File: src/design/bfpa_pkg.sv
// shared constants, codes and types of the best-fit pool allocator
package bfpa_pkg;

  localparam int POOL_BYTES   = 128;
  localparam int HEADER_BYTES = 8;
  localparam int FREE_ENTRIES = 16;

  localparam int ADDR_W = $clog2(POOL_BYTES);
  localparam int IDX_W  = $clog2(FREE_ENTRIES);
  localparam int CNT_W  = IDX_W + 1;
  localparam int LEN_W  = 8;
  localparam int NEED_W = LEN_W + 1;
  localparam int STAT_W = 2;

  localparam logic CMD_ALLOC = 1'b0;
  localparam logic CMD_FREE  = 1'b1;

  localparam logic [STAT_W-1:0] STAT_OK    = 2'd0;
  localparam logic [STAT_W-1:0] STAT_ZERO  = 2'd1;
  localparam logic [STAT_W-1:0] STAT_NOFIT = 2'd2;
  localparam logic [STAT_W-1:0] STAT_FULL  = 2'd3;

  typedef struct packed {
    logic              command;
    logic [LEN_W-1:0]  request_size;
    logic [ADDR_W-1:0] user_address;
  } req_t;

  typedef struct packed {
    logic [CNT_W-1:0]  free_entry_count;
    logic [STAT_W-1:0] status;
    logic [ADDR_W-1:0] granted_address;
  } res_t;

  typedef struct packed {
    logic [LEN_W-1:0] base;
    logic [LEN_W-1:0] length;
  } ent_t;

  typedef struct packed {
    logic             rd_en;
    logic [IDX_W-1:0] rd_addr;
    logic             wr_en;
    logic [IDX_W-1:0] wr_addr;
    ent_t             wr_data;
  } tbl_port_t;

  typedef struct packed {
    logic              rd_en;
    logic [ADDR_W-1:0] rd_addr;
    logic              wr_en;
    logic [ADDR_W-1:0] wr_addr;
    logic [LEN_W-1:0]  wr_data;
  } hdr_port_t;

endpackage

File: src/design/bfpa_ram.sv
// generic single-write, single-read ram with registered read data
module bfpa_ram #(
  parameter int WIDTH = 8,
  parameter int DEPTH = 16,
  localparam int AW = (DEPTH > 1) ? $clog2(DEPTH) : 1
) (
  input  logic             clk,
  input  logic             wr_en,
  input  logic [AW-1:0]    wr_addr,
  input  logic [WIDTH-1:0] wr_data,
  input  logic             rd_en,
  input  logic [AW-1:0]    rd_addr,
  output logic [WIDTH-1:0] rd_data
);

  logic [WIDTH-1:0] mem_r [DEPTH];
  logic [WIDTH-1:0] rd_data_r;

  always_ff @(posedge clk) begin
    if (wr_en) begin
      mem_r[wr_addr] <= wr_data;
    end
    if (rd_en) begin
      rd_data_r <= mem_r[rd_addr];
    end
  end

  assign rd_data = rd_data_r;

endmodule

File: src/design/bfpa_seq.sv
// sequencer: best-fit scan, carve, compaction and free append over the two rams
module bfpa_seq (
  input  logic                           clk,
  input  logic                           rst_n,
  input  logic                           start,
  input  bfpa_pkg::req_t                 req,
  output logic                           idle,
  output logic                           res_valid,
  output bfpa_pkg::res_t                 res,
  input  logic                           res_ready,
  output bfpa_pkg::tbl_port_t            tbl,
  input  bfpa_pkg::ent_t                 tbl_rd_data,
  output bfpa_pkg::hdr_port_t            hdr,
  input  logic [bfpa_pkg::LEN_W-1:0]     hdr_rd_data
);

  localparam logic [2:0] S_IDLE    = 3'd0;
  localparam logic [2:0] S_SCAN    = 3'd1;
  localparam logic [2:0] S_CARVE   = 3'd2;
  localparam logic [2:0] S_SHIFT   = 3'd3;
  localparam logic [2:0] S_FREE_RD = 3'd4;
  localparam logic [2:0] S_FREE_WR = 3'd5;
  localparam logic [2:0] S_DONE    = 3'd6;

  logic [2:0]                       state_r, state_nxt;
  logic [bfpa_pkg::NEED_W-1:0]      need_r, need_nxt;
  logic [bfpa_pkg::ADDR_W-1:0]      base_r, base_nxt;
  logic [bfpa_pkg::CNT_W-1:0]       idx_r, idx_nxt;
  logic                             pend_r, pend_nxt;
  logic [bfpa_pkg::IDX_W-1:0]       pend_idx_r, pend_idx_nxt;
  logic                             found_r, found_nxt;
  logic [bfpa_pkg::IDX_W-1:0]       best_idx_r, best_idx_nxt;
  logic [bfpa_pkg::LEN_W-1:0]       best_len_r, best_len_nxt;
  logic [bfpa_pkg::LEN_W-1:0]       best_base_r, best_base_nxt;
  logic [bfpa_pkg::CNT_W-1:0]       count_r, count_nxt;
  logic [bfpa_pkg::ADDR_W-1:0]      granted_r, granted_nxt;
  logic [bfpa_pkg::STAT_W-1:0]      status_r, status_nxt;
  logic                             init_r, init_nxt;
  logic                             rd0_r, rd0_nxt;
  logic                             issue;
  bfpa_pkg::ent_t                   ent;

  // entry zero holds the whole pool until first written
  always_comb begin
    if (init_r && rd0_r) begin
      ent.base   = '0;
      ent.length = bfpa_pkg::LEN_W'(bfpa_pkg::POOL_BYTES);
    end else begin
      ent = tbl_rd_data;
    end
  end

  assign issue = (idx_r < count_r);

  always_comb begin
    state_nxt     = state_r;
    need_nxt      = need_r;
    base_nxt      = base_r;
    idx_nxt       = idx_r;
    pend_nxt      = pend_r;
    pend_idx_nxt  = pend_idx_r;
    found_nxt     = found_r;
    best_idx_nxt  = best_idx_r;
    best_len_nxt  = best_len_r;
    best_base_nxt = best_base_r;
    count_nxt     = count_r;
    granted_nxt   = granted_r;
    status_nxt    = status_r;
    tbl           = '0;
    hdr           = '0;
    res_valid     = 1'b0;

    case (state_r)
      S_IDLE: begin
        if (start) begin
          need_nxt    = {1'b0, req.request_size} + bfpa_pkg::NEED_W'(bfpa_pkg::HEADER_BYTES);
          base_nxt    = req.user_address - bfpa_pkg::ADDR_W'(bfpa_pkg::HEADER_BYTES);
          idx_nxt     = '0;
          pend_nxt    = 1'b0;
          found_nxt   = 1'b0;
          granted_nxt = '0;
          status_nxt  = bfpa_pkg::STAT_OK;
          if (req.command == bfpa_pkg::CMD_ALLOC) begin
            if (req.request_size == '0) begin
              status_nxt = bfpa_pkg::STAT_ZERO;
              state_nxt  = S_DONE;
            end else begin
              state_nxt = S_SCAN;
            end
          end else if (count_r == bfpa_pkg::CNT_W'(bfpa_pkg::FREE_ENTRIES)) begin
            status_nxt = bfpa_pkg::STAT_FULL;
            state_nxt  = S_DONE;
          end else begin
            state_nxt = S_FREE_RD;
          end
        end
      end
      S_SCAN: begin
        tbl.rd_en    = issue;
        tbl.rd_addr  = idx_r[bfpa_pkg::IDX_W-1:0];
        pend_nxt     = issue;
        pend_idx_nxt = idx_r[bfpa_pkg::IDX_W-1:0];
        if (issue) begin
          idx_nxt = idx_r + 1'b1;
        end
        // strict less keeps the lowest index among equal lengths
        if (pend_r && ({1'b0, ent.length} >= need_r) &&
            (!found_r || ent.length < best_len_r)) begin
          found_nxt     = 1'b1;
          best_idx_nxt  = pend_idx_r;
          best_len_nxt  = ent.length;
          best_base_nxt = ent.base;
        end
        if (!issue && !pend_r) begin
          if (found_r) begin
            state_nxt = S_CARVE;
          end else begin
            status_nxt = bfpa_pkg::STAT_NOFIT;
            state_nxt  = S_DONE;
          end
        end
      end
      S_CARVE: begin
        tbl.wr_en          = 1'b1;
        tbl.wr_addr        = best_idx_r;
        tbl.wr_data.base   = best_base_r + need_r[bfpa_pkg::LEN_W-1:0];
        tbl.wr_data.length = best_len_r - need_r[bfpa_pkg::LEN_W-1:0];
        hdr.wr_en          = 1'b1;
        hdr.wr_addr        = best_base_r[bfpa_pkg::ADDR_W-1:0];
        hdr.wr_data        = need_r[bfpa_pkg::LEN_W-1:0];
        granted_nxt        = best_base_r[bfpa_pkg::ADDR_W-1:0] +
                             bfpa_pkg::ADDR_W'(bfpa_pkg::HEADER_BYTES);
        if (best_len_r == need_r[bfpa_pkg::LEN_W-1:0]) begin
          idx_nxt   = {1'b0, best_idx_r} + 1'b1;
          pend_nxt  = 1'b0;
          state_nxt = S_SHIFT;
        end else begin
          state_nxt = S_DONE;
        end
      end
      S_SHIFT: begin
        // move each later entry down by one
        tbl.rd_en    = issue;
        tbl.rd_addr  = idx_r[bfpa_pkg::IDX_W-1:0];
        pend_nxt     = issue;
        pend_idx_nxt = idx_r[bfpa_pkg::IDX_W-1:0];
        if (issue) begin
          idx_nxt = idx_r + 1'b1;
        end
        if (pend_r) begin
          tbl.wr_en   = 1'b1;
          tbl.wr_addr = pend_idx_r - 1'b1;
          tbl.wr_data = ent;
        end
        if (!issue && !pend_r) begin
          count_nxt = count_r - 1'b1;
          state_nxt = S_DONE;
        end
      end
      S_FREE_RD: begin
        hdr.rd_en   = 1'b1;
        hdr.rd_addr = base_r;
        state_nxt   = S_FREE_WR;
      end
      S_FREE_WR: begin
        tbl.wr_en          = 1'b1;
        tbl.wr_addr        = count_r[bfpa_pkg::IDX_W-1:0];
        tbl.wr_data.base   = bfpa_pkg::LEN_W'(base_r);
        tbl.wr_data.length = hdr_rd_data;
        if (hdr_rd_data != '0) begin
          count_nxt = count_r + 1'b1;
        end
        state_nxt = S_DONE;
      end
      S_DONE: begin
        res_valid = 1'b1;
        if (res_ready) begin
          state_nxt = S_IDLE;
        end
      end
      default: begin
        state_nxt = S_IDLE;
      end
    endcase

    init_nxt = init_r;
    if (tbl.wr_en && tbl.wr_addr == '0) begin
      init_nxt = 1'b0;
    end
    rd0_nxt = rd0_r;
    if (tbl.rd_en) begin
      rd0_nxt = (tbl.rd_addr == '0);
    end
  end

  always_ff @(posedge clk) begin
    if (!rst_n) begin
      state_r <= S_IDLE;
      count_r <= bfpa_pkg::CNT_W'(1);
      init_r  <= 1'b1;
      pend_r  <= 1'b0;
      rd0_r   <= 1'b0;
    end else begin
      state_r <= state_nxt;
      count_r <= count_nxt;
      init_r  <= init_nxt;
      pend_r  <= pend_nxt;
      rd0_r   <= rd0_nxt;
    end
  end

  always_ff @(posedge clk) begin
    need_r      <= need_nxt;
    base_r      <= base_nxt;
    idx_r       <= idx_nxt;
    pend_idx_r  <= pend_idx_nxt;
    found_r     <= found_nxt;
    best_idx_r  <= best_idx_nxt;
    best_len_r  <= best_len_nxt;
    best_base_r <= best_base_nxt;
    granted_r   <= granted_nxt;
    status_r    <= status_nxt;
  end

  assign idle                 = (state_r == S_IDLE);
  assign res.granted_address  = granted_r;
  assign res.status           = status_r;
  assign res.free_entry_count = count_r;

endmodule

File: src/design/best_fit_pool_allocator_unit.sv
// top level of the best-fit pool allocator: rams, sequencer and result register
//
// channel  dir  handshake            payload
// in_      in   in_tvalid/in_tready  tdata: request_size[7:0], user_address[14:8], pad[15]
//                                    tuser: command (0 alloc, 1 free)
// out_     out  out_tvalid/out_tready tdata: granted_address[6:0], status[8:7],
//                                    free_entry_count[13:9], pad[15:14]
//
// one request at a time; the free table ram has one read port, so the best-fit
// scan reads one entry a cycle; an alloc then carves the best entry, and when that
// entry empties the later entries shift down
// a free reads the header ram, then appends; zero size or full go straight to the result
// reset is synchronous; the free table reads as one whole-pool entry after reset
// a waiting word in the result register does not block the next request until
// the sequencer has a new word ready for it
module best_fit_pool_allocator_unit (
  input  logic        clk,
  input  logic        rst_n,
  input  logic        in_tvalid,
  output logic        in_tready,
  input  logic [15:0] in_tdata,   // request_size, user_address, zero pad
  input  logic        in_tuser,   // command
  output logic        out_tvalid,
  input  logic        out_tready,
  output logic [15:0] out_tdata   // granted_address, status, free_entry_count, zero pad
);

  bfpa_pkg::req_t                 req;
  bfpa_pkg::res_t                 seq_res;
  bfpa_pkg::res_t                 out_data_r;
  bfpa_pkg::tbl_port_t            tbl;
  bfpa_pkg::hdr_port_t            hdr;
  bfpa_pkg::ent_t                 tbl_rd_ent;
  logic [$bits(bfpa_pkg::ent_t)-1:0] tbl_rd_raw;
  logic [bfpa_pkg::LEN_W-1:0]     hdr_rd_data;
  logic                           seq_idle;
  logic                           seq_valid;
  logic                           res_ready;
  logic                           start;
  logic                           out_valid_r, out_valid_nxt;

  // input word unpack
  assign req.command      = in_tuser;
  assign req.request_size = in_tdata[7:0];
  assign req.user_address = in_tdata[14:8];

  assign in_tready = seq_idle;
  assign start     = in_tvalid && in_tready;

  // free table: {base, length} per entry
  bfpa_ram #(
    .WIDTH ($bits(bfpa_pkg::ent_t)),
    .DEPTH (bfpa_pkg::FREE_ENTRIES)
  ) u_tbl_ram (
    .clk     (clk),
    .wr_en   (tbl.wr_en),
    .wr_addr (tbl.wr_addr),
    .wr_data (tbl.wr_data),
    .rd_en   (tbl.rd_en),
    .rd_addr (tbl.rd_addr),
    .rd_data (tbl_rd_raw)
  );

  assign tbl_rd_ent = tbl_rd_raw;

  // header store: block size at each block base
  bfpa_ram #(
    .WIDTH (bfpa_pkg::LEN_W),
    .DEPTH (bfpa_pkg::POOL_BYTES)
  ) u_hdr_ram (
    .clk     (clk),
    .wr_en   (hdr.wr_en),
    .wr_addr (hdr.wr_addr),
    .wr_data (hdr.wr_data),
    .rd_en   (hdr.rd_en),
    .rd_addr (hdr.rd_addr),
    .rd_data (hdr_rd_data)
  );

  bfpa_seq u_seq (
    .clk         (clk),
    .rst_n       (rst_n),
    .start       (start),
    .req         (req),
    .idle        (seq_idle),
    .res_valid   (seq_valid),
    .res         (seq_res),
    .res_ready   (res_ready),
    .tbl         (tbl),
    .tbl_rd_data (tbl_rd_ent),
    .hdr         (hdr),
    .hdr_rd_data (hdr_rd_data)
  );

  // result register: takes a new word once the old one is gone or leaving
  assign res_ready = !out_valid_r || out_tready;

  always_comb begin
    out_valid_nxt = out_valid_r;
    if (res_ready) begin
      out_valid_nxt = seq_valid;
    end
  end

  always_ff @(posedge clk) begin
    if (!rst_n) begin
      out_valid_r <= 1'b0;
    end else begin
      out_valid_r <= out_valid_nxt;
    end
  end

  always_ff @(posedge clk) begin
    if (seq_valid && res_ready) begin
      out_data_r <= seq_res;
    end
  end

  assign out_tvalid = out_valid_r;
  assign out_tdata  = {2'b00, out_data_r};

  // the table never reports more entries than it holds
  a_count_range: assert property (@(posedge clk) disable iff (!rst_n)
    out_tvalid |-> (out_tdata[13:9] <= 5'(bfpa_pkg::FREE_ENTRIES)))
    else $error("free entry count beyond table depth");

  // only a successful alloc or a free carries status ok; refusals grant nothing
  a_refused_no_addr: assert property (@(posedge clk) disable iff (!rst_n)
    (out_tvalid && out_tdata[8:7] != bfpa_pkg::STAT_OK) |-> (out_tdata[6:0] == '0))
    else $error("address granted on a refused request");

  // the sequencer is no longer idle once a request is accepted, so in_tready drops
  a_busy_after_accept: assert property (@(posedge clk) disable iff (!rst_n)
    (in_tvalid && in_tready) |=> !in_tready)
    else $error("request accepted while previous one still in work");

endmodule

File: config.mk
export PLATFORM = sky130hd
export DESIGN_NAME = best_fit_pool_allocator_unit
export DESIGN_NICKNAME = d
export VERILOG_FILES = /design/src/design/bfpa_pkg.sv /design/src/design/bfpa_ram.sv /design/src/design/bfpa_seq.sv /design/src/design/best_fit_pool_allocator_unit.sv
export SDC_FILE = /design/constraint.sdc
export NUM_CORES = 2
export LEC_CHECK = 0
export BUFFER_PORTS_ARGS = -buffer_cell sky130_fd_sc_hd__buf_2
export CAP_MARGIN = 15
export CORE_MARGIN = 8
export CORE_UTILIZATION = 35
export CTS_CLUSTER_SIZE = 24
export DETAILED_ROUTE_END_ITERATION = 8
export PLACE_DENSITY = 0.49
export SETUP_SLACK_MARGIN = 0.15
export SKIP_CTS_REPAIR_TIMING = 1
export SYNTH_ARGS = -nofsm -noshare
export SYNTH_HDL_FRONTEND = slang
export SYNTH_SLANG_ARGS = --single-unit
File: constraint.sdc
create_clock -name clk -period 7 [get_ports clk]
set_input_delay 1.4 -clock clk [delete_from_list [all_inputs] [get_ports clk]]
set_output_delay 1.4 -clock clk [all_outputs]
set_load 0.01 [all_outputs]
; ---- After elaboration in Yosys (flattened, before gate mapping)
; Memories as Yosys holds them, arrays and structs flattened. A register that Yosys moved wholly into a read port is not among the register bits.
; Cells that the tools add are included.
[totals]
ff_bits = 81
ram_bits = 1280
word_cells = 125
n_memories = 2
[mem_list]
columns = name, words, width, rd, rd_clocked_by_memory_dff, write_ports, line
row1 = u_hdr_ram.mem_r, 128, 8, 1, 1, 1, bfpa_ram.sv:16  ; logic [WIDTH-1:0] mem_r [DEPTH];
row2 = u_tbl_ram.mem_r, 16, 16, 1, 1, 1, bfpa_ram.sv:16
[classes]
addsub = 10
n_lt_le_gt_ge = 3
n_eq_ne = 17
mux = 42
reduce_logical = 32
[op_table]
columns = op, count
row1 = case mux 21 bit (3 select lines), 1
row2 = two-way mux 16 bit, 2
row3 = two-way mux 5 bit, 6
row4 = two-way mux 3 bit, 8
row5 = two-way mux 21 bit, 1
row6 = case mux 3 bit (7 select lines), 1
row7 = case mux 5 bit (3 select lines), 1
row8 = != test 2 x 1 -> 1 bit (second input constant), 7
row9 = case mux 7 bit (2 select lines), 1
row10 = two-way mux 2 bit, 6
row11 = AND reduction 4 bit, 3
row12 = adder 5 x 1 -> 5 bit (second input constant), 2
row13 = case mux 5 bit (2 select lines), 1
row14 = adder 8 x 4 -> 9 bit (second input constant), 1
row15 = equality test 3 bit (second input constant), 3
row16 = greater-or-equal comparator 8 x 9 -> 1 bit, 1
row17 = two-way mux 1 bit, 9
row18 = AND reduction 3 bit, 3
row19 = adder 8 bit, 1
row20 = equality test 8 bit, 1
row21 = logical NOT 4 bit, 2
row22 = logical NOT 8 bit, 1
row23 = < comparator 8 bit, 1
row24 = two-way mux 8 bit, 1
row25 = 24 further kinds, 40

; ---- Longest topological paths before layout
[logic_depth]
depth_word = 7
mapped_depth = 14

; ---- Cells and area by module
; From an unflattened synthesis, not the netlist that was laid out.
[hier_totals]
hier_cells = 2579
area_unflattened_um2 = 55097.8
[by_module_without_submodules]
columns = module, instances, cells_per_inst, area_per_inst_um2, seq_area_each_um2
row1 = bfpa_ram at u_hdr_ram, 1, 1635, 39745.6, 30989.7
row2 = bfpa_ram at u_tbl_ram, 1, 432, 10203.5, 8167.8
row3 = bfpa_seq, 1, 489, 4645.7, 1871.8
row4 = best_fit_pool_allocator_unit, 1, 23, 503.0, 440.4

; ---- Worst setup path before layout
; No wires, ideal clock.
[synth_timing]
kind = flip-flop to flip-flop
start = reg u_seq.state_r[1]
end = mem u_hdr_ram.mem_r[0][1] (data pin)
setup_time_ps = 798
arrival_time_ps = 4190
t_required_ps = 6202
setup_slack_ps = 2012
stages_incl_launch_ff = 7
synth_period_minus_slack_ps = 4988
cell_sequence = dfxtp_1 -> buf_2 -> nor2b_1 -> nand2b_1 -> clkbuf_1 -> buf_1 -> nor2_1
[synth_rtl]
columns = item, line
row1 = "start, declared", bfpa_seq.sv:25  ; logic [2:0] state_r, state_nxt;
row2 = "start signal, assigned", bfpa_seq.sv:204  ; state_r <= state_nxt;
row3 = "end, declared", bfpa_ram.sv:16

; ---- Final worst setup path
[layout_timing]
start = reg u_seq.state_r[2]
end = reg u_hdr_ram.rd_data_r[0] (netlist: u_hdr_ram.rd_data[0]), read port of u_hdr_ram.mem_r (data pin)
[layout_between]
elab_chain_cells = 2
[layout_lines]
columns = item, line
row1 = equality test 3 bit, bfpa_seq.sv:73  ; case (state_r)
row2 = two-way mux 8 bit, bfpa_seq.sv:73
row3 = "end, declared", bfpa_ram.sv:17  ; logic [WIDTH-1:0] rd_data_r;
; Every way passes these cells.
; A chain may end at the register's enable or synchronous reset.

==> flow_metrics.tcl <==
set metrics [dict create \
    rr_worst_depth 11 \
    power_density_mw_per_mm2 373.2 \
    finalCriticalPeriod_ps 5381 \
    die_y_um 414.8 \
    rsz0062_at_grt "no" \
    crit_fanout 41 \
    swShare_pct 32.32 \
    grt.total_usage_pct 16.99 \
    path_clk_slew_ps 60 \
    status "complete, no violations" \
    finalSetupTns_ps 0 \
    setup_viol 0 \
    chipWidth_um 414.8 \
    min_to "out_tdata[7]" \
    yosysSeqAreaShare_pct 73.53 \
    maxSlewViolCount 0 \
    use_met3_pct 2.729 \
    post-route-period-util_pct 76.88 \
    ant_nets 0 \
    clkPwrFrac_pct 32.7 \
    wl_per_cell_um 24.73 \
    hold_path_class "register to register" \
    slew_headroom_pct 16.86 \
    drt_drc_violations_left 0 \
    synth_seq_cells 1367 \
    place_hpwl_mm 90.79 \
    areaGrowthSynthToFinish_pct 13.58 \
    r2r-start "u_seq.state_r[2]" \
    worst_pin_slew_ps 1238 \
    reg2reg_slack_ps 1620 \
    cts_tree "built" \
    intPower_mw 15.97 \
    grt_pass1_vias 32280 \
    antenna_found_initial 2 \
    routed_wl_mm 152.2 \
    globalRouteMet2Util_pct 28.04 \
    syn_area_per_cell_um2 14.24 \
    drtIter0Drc 2683 \
    numCtsBuffers 151 \
    clock-root-buffer "clkbuf_16" \
    ys_types 68 \
    coreArea_mm2 0.1582 \
    clockBufferDepth 3 \
    worstSetupPathType "register to register" \
    drt_pass1_iterations 5 \
    n_antenna_cell 0 \
    ir_worst_vdd_v 0.0002590 \
    nNetsFinal 4033 \
    combPwrFrac_pct 24.4 \
    place_congestion 0.8319 \
    dr_total_vias 32840 \
    max_cap_viol_count 0 \
    hold_path_startpoint "u_seq.status_r[0]" \
    synth_edf_count 1355 \
    cts_htree_levels 4 \
    syn_area_mm2 0.05566 \
    clk_latency_ps 770 \
    cts_sinks 1367 \
    syn_inst 3910 \
    grt_max_degree 125 \
    finalPower_mw 23.59 \
    r2r-end "u_hdr_ram.rd_data[0]" \
    cp-end-kind "register" \
    yosysWarningCount 0 \
    p_leak_nw 20.89 \
    cp_data_required_time_ps 7490 \
    finish.utilization_pct 39.96 \
    finalHoldViolCount 0 \
    p_sw_mw 7.624 \
    post_route_cells_drive_above_1_share_pct 11.22 \
    avgViaCountPerCell 5.338 \
    multiInputGateArea_mm2 0.01361 \
    io_buffers 35 \
    grt-ovfl-total 0 \
    fillers 14700 \
    start_util_pct 35.19 \
    cp-start-kind "register" \
    pwr-share-seq_pct 42.9 \
    grt_pass1_wl_mm 220.8 \
    cp.arrival_ps 5870 \
    ys_async_sr_fraction_pct 0 \
    dieArea_mm2 0.1721 \
    regArea_mm2 0.04093 \
    skew_ps 47.27 \
    grt-busiest-layer "met2" \
    ys.flop_type "edfxtp_1" \
    hold_path_depth 0 \
    grtUsageMet1_pct 23.49 \
    rows 146 \
    pin_count 39 \
    fmax_mhz 185.8 \
]
[Yosys cell counts, drive strengths merged (25+ instances only)]
master / n / area [um2]
mux2i: 130 / 1301
and2: 30 / 187.7
o221ai: 66 / 578.1
a221oi: 41 / 359.1
a31oi: 57 / 356.6
nor3: 51 / 260.3
ha: 40 / 500.5
buf: 116 / 616.8
nor2: 277 / 1042
o22ai: 25 / 156.4
clkbuf: 119 / 446.7
inv: 70 / 262.8
nand3: 133 / 665.6
edfxtp: 1355 / 40690
a211oi: 70 / 525.5
nand2: 624 / 2350
o21ai: 83 / 415.4
a21oi: 210 / 1051
nor2b: 54 / 337.8
mux2: 60 / 675.6
[area by class of cell]
| type | count | share of cell area, % |
|---|---|---|
| timing repair buffer | 140 | 1.668 |
| sequential | 1367 | 64.74 |
| inverter | 71 | 0.4215 |
| clock inverter | 72 | 1.150 |
| tap | 2072 | 4.101 |
| multi-input combinational | 2238 | 21.53 |
| clock buffer | 193 | 6.392 |
[routing by layer]
layer | routed length, um | share of wire [%] | vias to the layer above
met2 | 73110 | 48 | 832
met1 | 68230 | 45 | 16790
met5 | 0 | 0 | -
met3 | 7648 | 5.0 | 204
li1 | - | - | 15010
met4 | 3176 | 2.1 | 0
[worst max-delay path, cell delays in order (launching register included)]
cell	delay, ps
dfxtp_1	880
nand2_2	590
inv_2	620
and2_2	560
buf_4	500
nand2_1	100
o211ai_1	130
o21ai_0	120
a221oi_1	640
a2111oi_1	200
buf_4	220
a311oi_1	490
[power by group through the flow]
stage	Sequential [mW]	Clock (mW)	Combinational, mW
CTS	10.1	7.89	5.82
finish	10.1	7.71	5.76
global placement	10.3	0	5.77
detailed placement	10.3	0	5.80
floorplan	10.2	0	3.43
global route	10.1	8.18	6.22
[flip-flops by register name, summed over array words and instances (netlist names), 2 cells and up]
name / flops
u_seq.best_base_r: 7
u_hdr_ram.rd_data: 8
u_hdr_ram.mem_r: 1024
u_seq.status_r: 2
out_tdata: 14
u_seq.granted_r: 7
u_seq.need_r: 9
u_seq.count_r: 5
u_seq.base_r: 7
u_tbl_ram.mem_r: 240
u_seq.state_r: 3
u_seq.best_idx_r: 4
u_seq.pend_idx_r: 4
u_seq.idx_r: 5
u_tbl_ram.rd_data: 15
u_seq.best_len_r: 8
[worst max-delay path by stage]
stage | from | endpoint | slack, ps
after floorplan | u_seq.state_r[1] | u_hdr_ram.mem_r[0][1] | 2010
after global placement | u_seq.state_r[2] | u_hdr_ram.rd_data[0] | 1810
after detailed placement | u_seq.state_r[2] | u_hdr_ram.rd_data[0] | 1750
after CTS | u_seq.state_r[2] | u_hdr_ram.rd_data[0] | 1710
after global routing | u_seq.state_r[2] | u_hdr_ram.rd_data[0] | 1190
final | u_seq.state_r[2] | u_hdr_ram.rd_data[0] | 1620
[through the flow]
step                      std cells  hold WS, ps  setup WS (ps)  area [um2]
after detailed placement       5884        413.6           1751       58400
after CTS                      6149        427.3           1707       63170
after global placement         5884        425.1           1806       58400
final                          6153        432.9           1619       63220
after floorplan                3911        400.3           2012       55670
after global routing           6153        434.5           1190       63220
[cell families (layout without fill, tap and decap cells)]
| family | Yosys count | count (layout) | synth area share, % |
|---|---|---|---|
| multiplexers | 214 | 214 | 4.523 |
| buffers and inverters | 306 | 476 | 2.389 |
| AO/OA/AOI/OAI | 709 | 709 | 8.508 |
| other | 1 | 2 | 0.006737 |
| flip-flops | 1367 | 1367 | 73.53 |
| AND/OR/NAND/NOR | 1238 | 1238 | 9.531 |
| XOR/XNOR | 31 | 31 | 0.4878 |
| adder cells (fa/ha/maj) | 44 | 44 | 1.025 |
[placed cells by master, fill, tap and decap left out, types with 31 or more instances in the layout]
cell       instances
a31oi_1           57
clkinv_1          31
a21oi_1          210
mux2i_1          130
ha_1              40
buf_4             97
nand2_1          617
nor3_1            47
nor2b_1           54
clkbuf_16        155
a211oi_1          70
edfxtp_1        1355
o221ai_1          65
clkbuf_1          36
mux2_2            54
nor2_1           258
inv_1             68
buf_2             35
nand3_1          133
o21ai_0           59
a221oi_1          41
(Power assumes the default switching activity.)
